File: src/hw/rtl/rwst_pkg.sv
// shared types, field widths and codes of the random walk spanning tree carver
package rwst_pkg;

  // default grid size
  localparam int unsigned GRID_COLS_DEF = 32;
  localparam int unsigned GRID_ROWS_DEF = 16;

  // request and result field widths
  localparam int unsigned COL_W = 5;
  localparam int unsigned ROW_W = 4;
  localparam int unsigned CNT_W = 10;

  // operation codes
  localparam logic OP_BEGIN = 1'b0;
  localparam logic OP_STEP  = 1'b1;

  // direction codes
  localparam logic [1:0] DIR_LEFT  = 2'd0;
  localparam logic [1:0] DIR_RIGHT = 2'd1;
  localparam logic [1:0] DIR_UP    = 2'd2;
  localparam logic [1:0] DIR_DOWN  = 2'd3;

  // opened wall codes
  localparam logic SIDE_LEFT = 1'b0;
  localparam logic SIDE_TOP  = 1'b1;

  // input request payload
  typedef struct packed {
    logic             operation;
    logic [1:0]       direction;
    logic [COL_W-1:0] start_col;
    logic [ROW_W-1:0] start_row;
  } in_t;

  // result payload
  typedef struct packed {
    logic             moved;
    logic             carved;
    logic [COL_W-1:0] wall_col;
    logic [ROW_W-1:0] wall_row;
    logic             wall_side;
    logic [COL_W-1:0] walker_col;
    logic [ROW_W-1:0] walker_row;
    logic [CNT_W-1:0] cells_left;
    logic             done_res;
  } out_t;

  // update command from the walker to the visited map
  typedef struct packed {
    logic start;
    logic step;
    logic carve;
    logic up;
    logic down;
  } map_cmd_t;

endpackage

File: src/hw/rtl/rwst_in_if.sv
// request channel of the carver
interface rwst_in_if;
  logic           valid;
  logic           ready;
  rwst_pkg::in_t  payload;

  modport source (output valid, output payload, input ready);
  modport sink (input valid, input payload, output ready);
endinterface

File: src/hw/rtl/rwst_out_if.sv
// result channel of the carver
interface rwst_out_if;
  logic           valid;
  logic           ready;
  rwst_pkg::out_t payload;

  modport source (output valid, output payload, input ready);
  modport sink (input valid, input payload, output ready);
endinterface

File: src/hw/rtl/rwst_ram.sv
// generic ram, one write port and two registered read ports
module rwst_ram #(
  parameter int unsigned Width = 32,
  parameter int unsigned Depth = 16
) (
  input  logic                     clk_i,
  input  logic                     we_i,
  input  logic [$clog2(Depth)-1:0] waddr_i,
  input  logic [Width-1:0]         wdata_i,
  input  logic [$clog2(Depth)-1:0] raddr_a_i,
  input  logic [$clog2(Depth)-1:0] raddr_b_i,
  output logic [Width-1:0]         rdata_a_o,
  output logic [Width-1:0]         rdata_b_o
);

  logic [Width-1:0] mem_q [Depth];
  logic [Width-1:0] rdata_a_q;
  logic [Width-1:0] rdata_b_q;

  // write port
  always_ff @(posedge clk_i) begin
    if (we_i) begin
      mem_q[waddr_i] <= wdata_i;
    end
  end

  // registered reads
  always_ff @(posedge clk_i) begin
    rdata_a_q <= mem_q[raddr_a_i];
    rdata_b_q <= mem_q[raddr_b_i];
  end

  assign rdata_a_o = rdata_a_q;
  assign rdata_b_o = rdata_b_q;

endmodule

File: src/hw/rtl/rwst_vmap.sv
// visited map: row memory with row valid bits and a three row window around the walker
module rwst_vmap #(
  parameter int unsigned GridCols = rwst_pkg::GRID_COLS_DEF,
  parameter int unsigned GridRows = rwst_pkg::GRID_ROWS_DEF
) (
  input  logic                        clk_i,
  input  logic                        rst_ni,
  input  rwst_pkg::map_cmd_t          cmd_i,
  input  logic [$clog2(GridCols)-1:0] col_i,
  input  logic [$clog2(GridRows)-1:0] row_i,
  output logic [GridCols-1:0]         above_o,
  output logic [GridCols-1:0]         cur_o,
  output logic [GridCols-1:0]         below_o
);

  localparam int unsigned RW = $clog2(GridRows);

  logic [GridCols-1:0] above_q, above_d;
  logic [GridCols-1:0] cur_q, cur_d;
  logic [GridCols-1:0] below_q, below_d;
  logic [GridRows-1:0] row_vld_q, row_vld_d;
  logic                rd_a_ok_q, rd_a_ok_d;
  logic                rd_b_ok_q, rd_b_ok_d;
  logic [GridCols-1:0] col_bit;
  logic [RW:0]         up_ext;
  logic [RW:0]         dn_ext;
  logic                up_ok;
  logic                dn_ok;
  logic [RW-1:0]       rd_a_addr;
  logic [RW-1:0]       rd_b_addr;
  logic [GridCols-1:0] rd_a_data;
  logic [GridCols-1:0] rd_b_data;
  logic                mem_we;

  // window reset on begin, window shift and carve update
  always_comb begin
    col_bit   = {{(GridCols-1){1'b0}}, 1'b1} << col_i;
    above_d   = above_q;
    cur_d     = cur_q;
    below_d   = below_q;
    row_vld_d = row_vld_q;
    if (cmd_i.start) begin
      above_d          = '0;
      cur_d            = col_bit;
      below_d          = '0;
      row_vld_d        = '0;
      row_vld_d[row_i] = 1'b1;
    end else if (cmd_i.step) begin
      if (cmd_i.up) begin
        below_d = cur_q;
        cur_d   = above_q;
        above_d = rd_a_ok_q ? rd_a_data : '0;
      end else if (cmd_i.down) begin
        above_d = cur_q;
        cur_d   = below_q;
        below_d = rd_b_ok_q ? rd_b_data : '0;
      end
      if (cmd_i.carve) begin
        cur_d            = cur_d | col_bit;
        row_vld_d[row_i] = 1'b1;
      end
    end
  end

  assign mem_we = cmd_i.start | (cmd_i.step & cmd_i.carve);

  // prefetch of the rows two above and two below the next walker row
  always_comb begin
    up_ext    = {1'b0, row_i} - (RW+1)'(2);
    dn_ext    = {1'b0, row_i} + (RW+1)'(2);
    up_ok     = {1'b0, row_i} >= (RW+1)'(2);
    dn_ok     = dn_ext < (RW+1)'(GridRows);
    rd_a_addr = up_ok ? up_ext[RW-1:0] : '0;
    rd_b_addr = dn_ok ? dn_ext[RW-1:0] : '0;
    rd_a_ok_d = up_ok & row_vld_d[rd_a_addr];
    rd_b_ok_d = dn_ok & row_vld_d[rd_b_addr];
  end

  rwst_ram #(
    .Width (GridCols),
    .Depth (GridRows)
  ) u_row_ram (
    .clk_i     (clk_i),
    .we_i      (mem_we),
    .waddr_i   (row_i),
    .wdata_i   (cur_d),
    .raddr_a_i (rd_a_addr),
    .raddr_b_i (rd_b_addr),
    .rdata_a_o (rd_a_data),
    .rdata_b_o (rd_b_data)
  );

  // control state
  always_ff @(posedge clk_i or negedge rst_ni) begin
    if (!rst_ni) begin
      row_vld_q <= '0;
      rd_a_ok_q <= 1'b0;
      rd_b_ok_q <= 1'b0;
    end else begin
      row_vld_q <= row_vld_d;
      rd_a_ok_q <= rd_a_ok_d;
      rd_b_ok_q <= rd_b_ok_d;
    end
  end

  // window rows
  always_ff @(posedge clk_i) begin
    above_q <= above_d;
    cur_q   <= cur_d;
    below_q <= below_d;
  end

  assign above_o = above_q;
  assign cur_o   = cur_q;
  assign below_o = below_q;

endmodule

File: src/hw/rtl/random_walk_spanning_tree_carver_core.sv
// path: an accepted request is registered in the request stage, its result in the result register
// throughput: one request per cycle while results are taken, set by the walker and visited-row
// window update for each request; a stalled result blocks new requests once the request stage is full
// reset: walker at column 0 row 0, unvisited count 0 so steps are ignored until a begin
// request; visited rows read as empty through row valid bits, no clearing pass
// top level of the random walk spanning tree carver
module random_walk_spanning_tree_carver_core #(
  parameter int unsigned GridCols = rwst_pkg::GRID_COLS_DEF,
  parameter int unsigned GridRows = rwst_pkg::GRID_ROWS_DEF
) (
  input  logic             clk_i,
  input  logic             rst_ni,
  rwst_in_if.sink          in_i,
  rwst_out_if.source       out_o
);

  localparam int unsigned CW    = $clog2(GridCols);
  localparam int unsigned RW    = $clog2(GridRows);
  localparam int unsigned Cells = GridCols * GridRows;
  localparam int unsigned NW    = $clog2(Cells + 1);
  localparam int unsigned OutColW = rwst_pkg::COL_W;
  localparam int unsigned OutRowW = rwst_pkg::ROW_W;
  localparam int unsigned OutCntW = rwst_pkg::CNT_W;

  logic                s1_vld_q;
  rwst_pkg::in_t       s1_q;
  logic                res_vld_q;
  rwst_pkg::out_t      res_q, res_d;
  logic [CW-1:0]       col_q, col_d, col_n;
  logic [RW-1:0]       row_q, row_d, row_n;
  logic [NW-1:0]       cnt_q, cnt_d, cnt_n;
  logic                adv;
  logic                is_begin;
  logic                walk_done;
  logic                ok;
  logic                hit;
  logic                moved;
  logic                carve;
  logic [CW-1:0]       nc;
  logic [RW-1:0]       nr;
  logic [CW-1:0]       look_col;
  logic [CW-1:0]       start_col;
  logic [RW-1:0]       start_row;
  logic [CW-1:0]       wall_col;
  logic [RW-1:0]       wall_row;
  rwst_pkg::map_cmd_t  map_cmd;
  logic [GridCols-1:0] above_bits;
  logic [GridCols-1:0] cur_bits;
  logic [GridCols-1:0] below_bits;

  // handshake: the request stage moves on whenever the result register is empty or its result is taken
  assign adv        = s1_vld_q & (~res_vld_q | out_o.ready);
  assign in_i.ready = ~s1_vld_q | adv;

  // begin: saturate the start cell into the grid
  always_comb begin
    start_col = (32'(s1_q.start_col) >= 32'(GridCols)) ? CW'(GridCols - 1) : CW'(s1_q.start_col);
    start_row = (32'(s1_q.start_row) >= 32'(GridRows)) ? RW'(GridRows - 1) : RW'(s1_q.start_row);
  end

  // step: bounds check and neighbor position
  always_comb begin
    nc = col_q;
    nr = row_q;
    ok = 1'b0;
    case (s1_q.direction)
      rwst_pkg::DIR_LEFT: begin
        ok = col_q != '0;
        nc = col_q - CW'(1);
      end
      rwst_pkg::DIR_RIGHT: begin
        ok = (32'(col_q) + 32'd1) < 32'(GridCols);
        nc = col_q + CW'(1);
      end
      rwst_pkg::DIR_UP: begin
        ok = row_q != '0;
        nr = row_q - RW'(1);
      end
      rwst_pkg::DIR_DOWN: begin
        ok = (32'(row_q) + 32'd1) < 32'(GridRows);
        nr = row_q + RW'(1);
      end
      default: begin
        ok = 1'b0;
      end
    endcase
  end

  // visited lookup in the window
  always_comb begin
    look_col = ok ? nc : col_q;
    case (s1_q.direction)
      rwst_pkg::DIR_UP:   hit = above_bits[look_col];
      rwst_pkg::DIR_DOWN: hit = below_bits[look_col];
      default:            hit = cur_bits[look_col];
    endcase
  end

  assign is_begin  = s1_q.operation == rwst_pkg::OP_BEGIN;
  assign walk_done = cnt_q == '0;
  assign moved     = ~is_begin & ~walk_done & ok;
  assign carve     = moved & ~hit;

  // new walker position and count for this request
  always_comb begin
    col_n = col_q;
    row_n = row_q;
    cnt_n = cnt_q;
    if (is_begin) begin
      col_n = start_col;
      row_n = start_row;
      cnt_n = NW'(Cells - 1);
    end else if (moved) begin
      col_n = nc;
      row_n = nr;
      if (carve) begin
        cnt_n = cnt_q - NW'(1);
      end
    end
  end

  assign col_d = adv ? col_n : col_q;
  assign row_d = adv ? row_n : row_q;
  assign cnt_d = adv ? cnt_n : cnt_q;

  // wall of the cell with the larger coordinate
  assign wall_col = (s1_q.direction == rwst_pkg::DIR_RIGHT) ? nc : col_q;
  assign wall_row = (s1_q.direction == rwst_pkg::DIR_DOWN) ? nr : row_q;

  // result assembly
  always_comb begin
    res_d            = '0;
    res_d.moved      = moved;
    res_d.carved     = carve;
    if (carve) begin
      res_d.wall_col  = OutColW'(wall_col);
      res_d.wall_row  = OutRowW'(wall_row);
      res_d.wall_side = s1_q.direction[1] ? rwst_pkg::SIDE_TOP : rwst_pkg::SIDE_LEFT;
    end
    res_d.walker_col = OutColW'(col_n);
    res_d.walker_row = OutRowW'(row_n);
    res_d.cells_left = OutCntW'(cnt_n);
    res_d.done_res   = cnt_n == '0;
  end

  // map update command
  always_comb begin
    map_cmd       = '0;
    map_cmd.start = adv & is_begin;
    map_cmd.step  = adv & moved;
    map_cmd.carve = adv & carve;
    map_cmd.up    = s1_q.direction == rwst_pkg::DIR_UP;
    map_cmd.down  = s1_q.direction == rwst_pkg::DIR_DOWN;
  end

  rwst_vmap #(
    .GridCols (GridCols),
    .GridRows (GridRows)
  ) u_vmap (
    .clk_i   (clk_i),
    .rst_ni  (rst_ni),
    .cmd_i   (map_cmd),
    .col_i   (col_d),
    .row_i   (row_d),
    .above_o (above_bits),
    .cur_o   (cur_bits),
    .below_o (below_bits)
  );

  // control state and valids
  always_ff @(posedge clk_i or negedge rst_ni) begin
    if (!rst_ni) begin
      s1_vld_q  <= 1'b0;
      res_vld_q <= 1'b0;
      col_q     <= '0;
      row_q     <= '0;
      cnt_q     <= '0;
    end else begin
      if (in_i.ready) begin
        s1_vld_q <= in_i.valid;
      end
      if (adv) begin
        res_vld_q <= 1'b1;
      end else if (out_o.ready) begin
        res_vld_q <= 1'b0;
      end
      col_q <= col_d;
      row_q <= row_d;
      cnt_q <= cnt_d;
    end
  end

  // request and result payload registers
  always_ff @(posedge clk_i) begin
    if (in_i.valid && in_i.ready) begin
      s1_q <= in_i.payload;
    end
    if (adv) begin
      res_q <= res_d;
    end
  end

  assign out_o.valid   = res_vld_q;
  assign out_o.payload = res_q;

  // walker stays inside the grid
  a_walker_in_grid: assert property (@(posedge clk_i) disable iff (!rst_ni)
    (32'(col_q) < 32'(GridCols)) && (32'(row_q) < 32'(GridRows)))
    else $error("walker left the grid");

  // unvisited count never exceeds the cells other than the start
  a_count_range: assert property (@(posedge clk_i) disable iff (!rst_ni)
    32'(cnt_q) < Cells)
    else $error("unvisited count out of range");

  // a carve takes exactly one cell off the count
  a_carve_decrements: assert property (@(posedge clk_i) disable iff (!rst_ni)
    (adv && carve) |=> (cnt_q == $past(cnt_q) - NW'(1)))
    else $error("carve did not decrement the count");

  // a carved wall always comes with a move
  a_carve_moves: assert property (@(posedge clk_i) disable iff (!rst_ni)
    (res_vld_q && res_q.carved) |-> res_q.moved)
    else $error("carved without a move");

  // a step with the walk done leaves the walker in place
  a_done_holds: assert property (@(posedge clk_i) disable iff (!rst_ni)
    (adv && !is_begin && walk_done) |=> (col_q == $past(col_q) && row_q == $past(row_q)))
    else $error("walker moved after the walk was done");

endmodule

File: src/flat_wrapper.sv
// flat-port wrapper written by rule: the top's interface ports become plain ports
module random_walk_spanning_tree_carver_core_flat 
#(
  parameter int unsigned GridCols = rwst_pkg::GRID_COLS_DEF,
  parameter int unsigned GridRows = rwst_pkg::GRID_ROWS_DEF
)
  (clk_i, rst_ni, in_i_valid, in_i_payload, in_i_ready, out_o_valid, out_o_payload, out_o_ready);
  rwst_in_if in_i_i ();
  rwst_out_if out_o_i ();
  input  logic clk_i;
  input  logic rst_ni;
  input wire logic [$bits(in_i_i.valid)-1:0] in_i_valid;
  input wire logic [$bits(in_i_i.payload)-1:0] in_i_payload;
  output wire logic [$bits(in_i_i.ready)-1:0] in_i_ready;
  output wire logic [$bits(out_o_i.valid)-1:0] out_o_valid;
  output wire logic [$bits(out_o_i.payload)-1:0] out_o_payload;
  input wire logic [$bits(out_o_i.ready)-1:0] out_o_ready;
  assign in_i_i.valid = in_i_valid;
  assign in_i_i.payload = in_i_payload;
  assign in_i_ready = in_i_i.ready;
  assign out_o_valid = out_o_i.valid;
  assign out_o_payload = out_o_i.payload;
  assign out_o_i.ready = out_o_ready;
  random_walk_spanning_tree_carver_core #(.GridCols(GridCols), .GridRows(GridRows)) u_core (.clk_i(clk_i), .rst_ni(rst_ni), .in_i(in_i_i), .out_o(out_o_i));
endmodule
File: config.mk
export PLATFORM = sky130hd
export DESIGN_NAME = random_walk_spanning_tree_carver_core_flat
export DESIGN_NICKNAME = d
export VERILOG_FILES = /design/src/hw/rtl/rwst_pkg.sv /design/src/hw/rtl/rwst_in_if.sv /design/src/hw/rtl/rwst_out_if.sv /design/src/hw/rtl/rwst_ram.sv /design/src/hw/rtl/rwst_vmap.sv /design/src/hw/rtl/random_walk_spanning_tree_carver_core.sv /design/src/flat_wrapper.sv
export SDC_FILE = /design/constraint.sdc
export NUM_CORES = 2
export LEC_CHECK = 0
export ABC_AREA = 1
export BUFFER_PORTS_ARGS = -buffer_cell sky130_fd_sc_hd__buf_2
export CORE_MARGIN = 4
export CORE_UTILIZATION = 50
export DETAILED_ROUTE_END_ITERATION = 16
export GPL_ROUTABILITY_DRIVEN = 0
export GPL_TIMING_DRIVEN = 1
export PLACE_DENSITY = 0.7
export SYNTH_ARGS = -nofsm -noshare
export SYNTH_HDL_FRONTEND = slang
export SYNTH_HIERARCHICAL = 1
export SYNTH_SLANG_ARGS = --single-unit
File: constraint.sdc
create_clock -name clk_i -period 13.7 [get_ports clk_i]
set_clock_uncertainty 0.2 [all_clocks]
set_input_delay 1.37 -clock clk_i [delete_from_list [all_inputs] [get_ports clk_i]]
set_output_delay 1.37 -clock clk_i [all_outputs]
set_load 0.01 [all_outputs]
# After elaboration in Yosys (flattened, before gate mapping)
# Memories as Yosys holds them, arrays and structs flattened. A register that Yosys moved wholly into a read port is not among the register bits.
# Index checks and enable logic that the tools add are counted.
[totals] out_inout_bits=34 regBits=179 mem_bits_rw=512 in_bits=16 latch_bits=0 mem_count=1 mem_bits_ro=0 wordCells=128
[memory_table] memory="u_core.u_vmap.u_row_ram.mem_q" words=16 word_bits=32 read_ports=2 rd_ports_with_merged_regs=2 write_ports=1 line_no="rwst_ram.sv:16" text="logic [Width-1:0] mem_q [Depth];"
[classes] n_mux=51 order_cmp=9 n_eq_ne=3 n_reduce_logical=10 bitwise_logic=20 mul=0 div_mod_pow=0 n_addsub=9 shifts=1
[op_table] operator="two-way mux 32 bit" count=13
[op_table] operator="two-way mux 16 bit" count=3
[op_table] operator="less-than comparator 32 x 5 -> 1 bit (second input constant)" count=1
[op_table] operator="less-than comparator 32 x 6 -> 1 bit (second input constant)" count=1
[op_table] operator="OR 32 bit" count=1
[op_table] operator="<< shifter 1 x 5 -> 32 bit (first input constant)" count=1
[op_table] operator="two-way mux 10 bit" count=3
[op_table] operator="two-way mux 5 bit" count=5
[op_table] operator="two-way mux 4 bit" count=6
[op_table] operator="zero test 10 bit" count=2
[op_table] operator="OR 16 bit" count=1
[op_table] operator="binary-select mux 1 bit (select 5 bit)" count=3
[op_table] operator="less-than comparator 4 x 5 -> 1 bit (second input constant)" count=3
[op_table] operator="two-way mux 1 bit" count=11
[op_table] operator="bitwise AND 1 bit" count=10
[op_table] operator="case mux 5 bit (2 select lines)" count=1
[op_table] operator="subtractor 10 x 1 -> 10 bit (second input constant)" count=1
[op_table] operator="binary-select mux 1 bit (select 4 bit)" count=2
[op_table] operator="case mux 4 bit (2 select lines)" count=1
[op_table] operator="adder 5 x 1 -> 6 bit (second input constant)" count=1
[op_table] operator="less-than comparator 5 x 6 -> 1 bit (second input constant)" count=1
[op_table] operator="adder 4 x 1 -> 5 bit (second input constant)" count=1
[op_table] operator="adder 4 x 2 -> 5 bit (second input constant)" count=1
[op_table] operator="adder 5 x 1 -> 5 bit (second input constant)" count=1
[op_table] operator="other kinds (20)" count=29

# Depth between registers and ports, before layout
[logic_depth] depth_word=18 depth_mapped=31 ltp_nobuf=26

# Hierarchy
# Netlist, hierarchy kept.
[by_module_without_submodules] mod="rwst_ram" area_per_inst_um2=28671.2 seq_area_each_um2=16656.0 instances=1 cells_per_inst=3317
[by_module_without_submodules] mod="rwst_vmap" area_per_inst_um2=5886.9 seq_area_each_um2=2372.3 instances=1 cells_per_inst=854
[by_module_without_submodules] mod="random_walk_spanning_tree_carver_core" area_per_inst_um2=4479.3 seq_area_each_um2=1846.8 instances=1 cells_per_inst=602

# Worst setup path after synthesis
# OpenSTA, ideal clock, no wires.
[synth_timing] path_kind="input-to-reg" startpoint="input out_o_ready" endpoint="memory u_core.u_vmap.u_row_ram.mem_q[4][0] (enable)" path_buffers=2 t_required_ps=13079 stages=9 setup_ps=421 arrival_ps=5581 slack_ps=7498 cell_sequence="inv_1 > nand2_1 > nand2_1 > inv_1 > clkbuf_1 > clkbuf_1 > o21ai_0 > nand3b_1 > nor2_1"
[synth_via] word_cells_on_any_way=10 cone_classes="3 x mux; 7 x bitwise"
[synth_rtl] element="start: declaration" line_no="flat_wrapper.sv:17" text="input wire logic [$bits(out_o_i.ready)-1:0] out_o_ready;"
[synth_rtl] element="OR 1 bit" line_no="random_walk_spanning_tree_carver_core.sv:52" text="assign adv = s1_vld_q & (~res_vld_q | out_o.ready);"
[synth_rtl] element="bitwise AND 1 bit" line_no="random_walk_spanning_tree_carver_core.sv:52"
[synth_rtl] element="via u_core.adv" line_no="random_walk_spanning_tree_carver_core.sv:32" text="logic adv;"
[synth_rtl] element="two-way mux 4 bit" line_no="random_walk_spanning_tree_carver_core.sv:123" text="assign row_d = adv ? row_n : row_q;"
[synth_rtl] element="via u_core.row_d[3]" line_no="random_walk_spanning_tree_carver_core.sv:30" text="logic [RW-1:0] row_q, row_d, row_n;"
[synth_rtl] element="end: declaration" line_no="rwst_ram.sv:16"
# The timed path passes the listed nets, and every way through them passes these cells.

==> qor.log <==
[power_and_ir_drop] cell leakage power 0.0184 µW
[timing] Setup violations, final 0
[route] detailed-route vias per instance 5.79
[worst_hold_path] hold path start u_core/u_vmap/u_row_ram/rdata_a_o[5]
[critical_path] Setup crit start kind flip-flop
[global_route] wire length of the first global-routing pass 184 mm
[cts] Inserted Clock Buffers 81
[cts] count of hold-fix buffers inserted at cts 0
[cts] deepest level of the CTS H-tree 3
[route] DRC errors left 0
[placement] total of buffers placed on input and output ports 49
[yosys] count of different cell masters after synthesis 46
[route] number of violations reported at the end of detailed-routing iteration 0 4548
[timing] Slew Viols, Final 0
[cts] postcts setup bufs 0
[yosys] leading post-synthesis cells by instance count sky130_fd_sc_hd__nand2_1, sky130_fd_sc_hd__nand3_1, sky130_fd_sc_hd__inv_1
[die] ports placed on the boundary 50
[global_route] fraction of met1 tracks used by global routing 38.8%
[die] initial standard-cell utilization of the core 50.4%
[yosys] mean area per synthesized cell 8.18 µm²
[yosys] portion of synthesized cell area occupied by the leading cell type 42.8%
[route] DR pass1 iterations 8
[timing] min setup slack post-route 6.77 ns
[global_route] GRT Total Usage 28.7%
[global_route] pin count of the biggest net entering global routing 111
[global_route] number of antenna violations at the first check in global routing 0
[yosys] share of flip-flops with an asynchronous set or reset 5.17%
[cts] Resized cells post-CTS 0
[yosys] post-synthesis net count 4800
[die] width of the die 287 µm
[route] sum of routed wire length over all layers 121 mm
[global_route] busiest layer in global routing met2
[die] overall die height 287 µm
[critical_path] Critical Path RT 14.02 ns
[cells_and_area] fill cell instance count of the final layout 6967
[die] area of the die 82600 µm²
[critical_path] CP Max Fanout 102
[yosys] most frequently used cell type in the post-synthesis netlist sky130_fd_sc_hd__nand2_1
[yosys] post-synthesis cell type with the largest combined area sky130_fd_sc_hd__edfxtp_1
[power_and_ir_drop] switching power share of the total 44.6%
[critical_path] arrival time of the worst setup path 7.24 ns
[yosys] most used flip-flop cell after synthesis sky130_fd_sc_hd__edfxtp_1
[global_route] met3 track demand over resource in global routing 5.45%
[yosys] summed instance area of the synthesized netlist 39000 µm²
[cts] count of clock tree sinks 755
[placement] pre-CTS worst setup slack 6.93 ns
[yosys] number of synthesized register bits 755
[timing] Max transition margin 9.64%
[timing] unrepaired setup endpoints after global routing no
[cts] worst-case clock buffer depth 3
[power_and_ir_drop] cell internal pwr 5320 µW
[yosys] Syn. warnings 6
[timing] shortest clock period the worst path allows after layout 6.93 ns
[power_and_ir_drop] fraction of power consumed by sequential logic 32.4%
[cells_and_area] Nets 4712
[timing] ratio of final minimum period to clock period 50.5%
[timing] Slew @ Worst Pin 1.35 ns
[cells_and_area] antenna cells 0
[die] row cnt 102
[cts] TritonCTS clock tree done
[power_and_ir_drop] power density relative to cell area 227 nW/µm²
[placement] Placement Cell Area 39500 µm²
[critical_path] CP endpoint kind flip-flop
[cts] clock transition time at the flip-flop clock pins of the worst setup and hold paths 0.06 ns
[run_status] result of the run finished clean
[placement] post-DP HPWL 65.5 mm
[cts] root buffer selected by CTS sky130_fd_sc_hd__clkbuf_16
[timing] accumulated negative setup slack 0 ns
[route] post-detailed-route wirelength per cell 20.8 µm
[timing] upper clock frequency limit 144 MHz
[yosys] post-synthesis instance total 4773
[yosys] EDFF count, synth 556
[critical_path] launching point of the worst reg2reg path u_core/s1_q[10]
[route] Antenna Nets Post-Route 0
[power_and_ir_drop] peak supply drop 0.188 mV
[cells_and_area] proportion of layout cells with a drive suffix above 1 7.26%
[power_and_ir_drop] share of power burned in combinational logic 44.5%
[cells_and_area] final non-filler cell area 42200 µm²
[route] vias 33553
[global_route] via count of the first global-routing pass 31458
[critical_path] path type of the worst setup path reg -> reg
[critical_path] Crit. Startpoint u_core/s1_q[10]
[die] core box area 77500 µm²
[power_and_ir_drop] Net Sw Power 4270 µW
[yosys] largest cells by area after synthesis sky130_fd_sc_hd__edfxtp_1, sky130_fd_sc_hd__nand2_1, sky130_fd_sc_hd__nand3_1
[run] max-cap violation count 0
[timing] Final Hold Violating Endpoints 0
[cells_and_area] Syn-to-layout area delta 8.21%
[power_and_ir_drop] part of the total power dissipated in the clock network 23.1%
[global_route] global-route congestion overflow total 0
[global_route] met2 Track Usage GR 44.8%
[worst_hold_path] hold crit path type reg -> reg
[cts] insertion delay of the later-clocked pin in the worst-skew pair 0.65 ns
[yosys] part of the Yosys area used for sequential elements 53.5%
power groups by stage:
stage / Combinational, µW / Clock [µW] / Sequential, µW
final: 4270 / 2220 / 3100
after global routing: 4590 / 2340 / 3120
after CTS: 4140 / 2240 / 3100
after detailed placement: 4120 / 0 / 3140
after floorplan: 2990 / 0 / 3040
after global placement: 4090 / 0 / 3140
placed cells by master, fill, tap and decap left out, types with 15 or more instances in the layout:
cell and count:
sky130_fd_sc_hd__o21ai_1 15, sky130_fd_sc_hd__nor2_1 59, sky130_fd_sc_hd__edfxtp_1 556, sky130_fd_sc_hd__inv_2 15, sky130_fd_sc_hd__nand2_1 1512, sky130_fd_sc_hd__a22oi_1 32
sky130_fd_sc_hd__dfxtp_1 160, sky130_fd_sc_hd__clkbuf_1 20, sky130_fd_sc_hd__clkbuf_16 83, sky130_fd_sc_hd__nand3_1 1110, sky130_fd_sc_hd__dfrtp_1 39, sky130_fd_sc_hd__buf_4 80
sky130_fd_sc_hd__inv_1 622, sky130_fd_sc_hd__o21ai_0 147, sky130_fd_sc_hd__buf_2 49, sky130_fd_sc_hd__nor2_4 22, sky130_fd_sc_hd__a21oi_1 42, sky130_fd_sc_hd__a31oi_1 32
flip-flops by register name, summed over array words and instances (netlist names), 10 cells and up:
| name | cells |
|---|---|
| u_core/u_vmap/u_row_ram/rdata_a_o | 32 |
| u_core/u_vmap/row_vld_q | 16 |
| u_core/u_vmap/above_o | 32 |
| u_core/u_vmap/cur_o | 32 |
| u_core/cnt_q | 10 |
| u_core/u_vmap/u_row_ram/rdata_b_o | 32 |
| u_core/u_vmap/u_row_ram/mem_q | 512 |
| u_core/out_o.payload | 32 |
| u_core/u_vmap/below_o | 32 |
through the flow:
step	utilization, %	power, µW	hold WS, ns	cells
after floorplan	-	6030	0.245	4773
after global placement	51.0	7230	0.273	5641
after detailed placement	51.0	7260	0.279	5641
after CTS	54.5	9480	0.281	5791
after global routing	54.5	10100	0.301	5792
final	54.5	9590	0.270	5792
worst max-delay path, stage by stage, from the launching register on:
cell	delay [ns]
sky130_fd_sc_hd__edfxtp_1	0.74
sky130_fd_sc_hd__nand2_1	0.32
sky130_fd_sc_hd__ha_1	0.40
sky130_fd_sc_hd__nand2_1	0.08
sky130_fd_sc_hd__nor2_1	0.04
sky130_fd_sc_hd__a211oi_1	0.26
sky130_fd_sc_hd__nor2_1	0.07
sky130_fd_sc_hd__nor2_1	0.15
sky130_fd_sc_hd__xor2_1	0.19
sky130_fd_sc_hd__nand2_1	0.07
sky130_fd_sc_hd__o311ai_0	0.14
sky130_fd_sc_hd__nand2_1	0.09
sky130_fd_sc_hd__o21ai_1	0.54
sky130_fd_sc_hd__nor2_4	0.13
sky130_fd_sc_hd__nand2_2	0.12
sky130_fd_sc_hd__nand2_4	0.12
sky130_fd_sc_hd__inv_8	0.50
sky130_fd_sc_hd__buf_4	0.84
sky130_fd_sc_hd__buf_4	0.97
sky130_fd_sc_hd__nand2_1	0.17
sky130_fd_sc_hd__nand3_1	0.14
sky130_fd_sc_hd__nand3_1	0.09
sky130_fd_sc_hd__nand3_1	0.11
sky130_fd_sc_hd__nand2_1	0.05
logic make-up after synthesis:
group | count (synthesis) | share of synthesized area, %
AO/OA/AOI/OAI | 290 | 4.23
AND/OR/NAND/NOR | 2761 | 30.8
buffers and inverters | 949 | 11.0
flip-flops | 755 | 53.5
XOR/XNOR | 7 | 0.157
adder cells (fa/ha/maj) | 11 | 0.391
routing by layer:
metal,part of all wire (%),up-vias
li1,-,15429
met1,39,15605
met2,44,2130
met3,12,389
met4,4.9,0
met5,0,-
worst paths after layout:
kind	to	slack, ns	cells after the start
setup / recovery	u_core/u_vmap/u_row_ram/rdata_a_o[21]	6.77	23
hold / removal	u_core/u_vmap/above_o[5]	0.27	2
setup reg to reg	u_core/u_vmap/u_row_ram/rdata_a_o[21]	6.77	23
hold reg to reg	u_core/u_vmap/above_o[5]	0.27	2
max in group asynchronous	u_core/col_q[1]	11.98	1
min in group asynchronous	u_core/out_o.valid	0.70	1
area by class of cell:
class	count	area, µm²	share of cell area [%]
clock buffer	118	2350	5.57
clock inverter	32	355	0.841
inverter	649	2480	5.88
multi-input combinational	3069	14000	33.2
sequential	755	20900	49.4
tap	1040	1300	3.08
timing repair buffer	129	846	2.00
(Power assumes the default switching activity.)
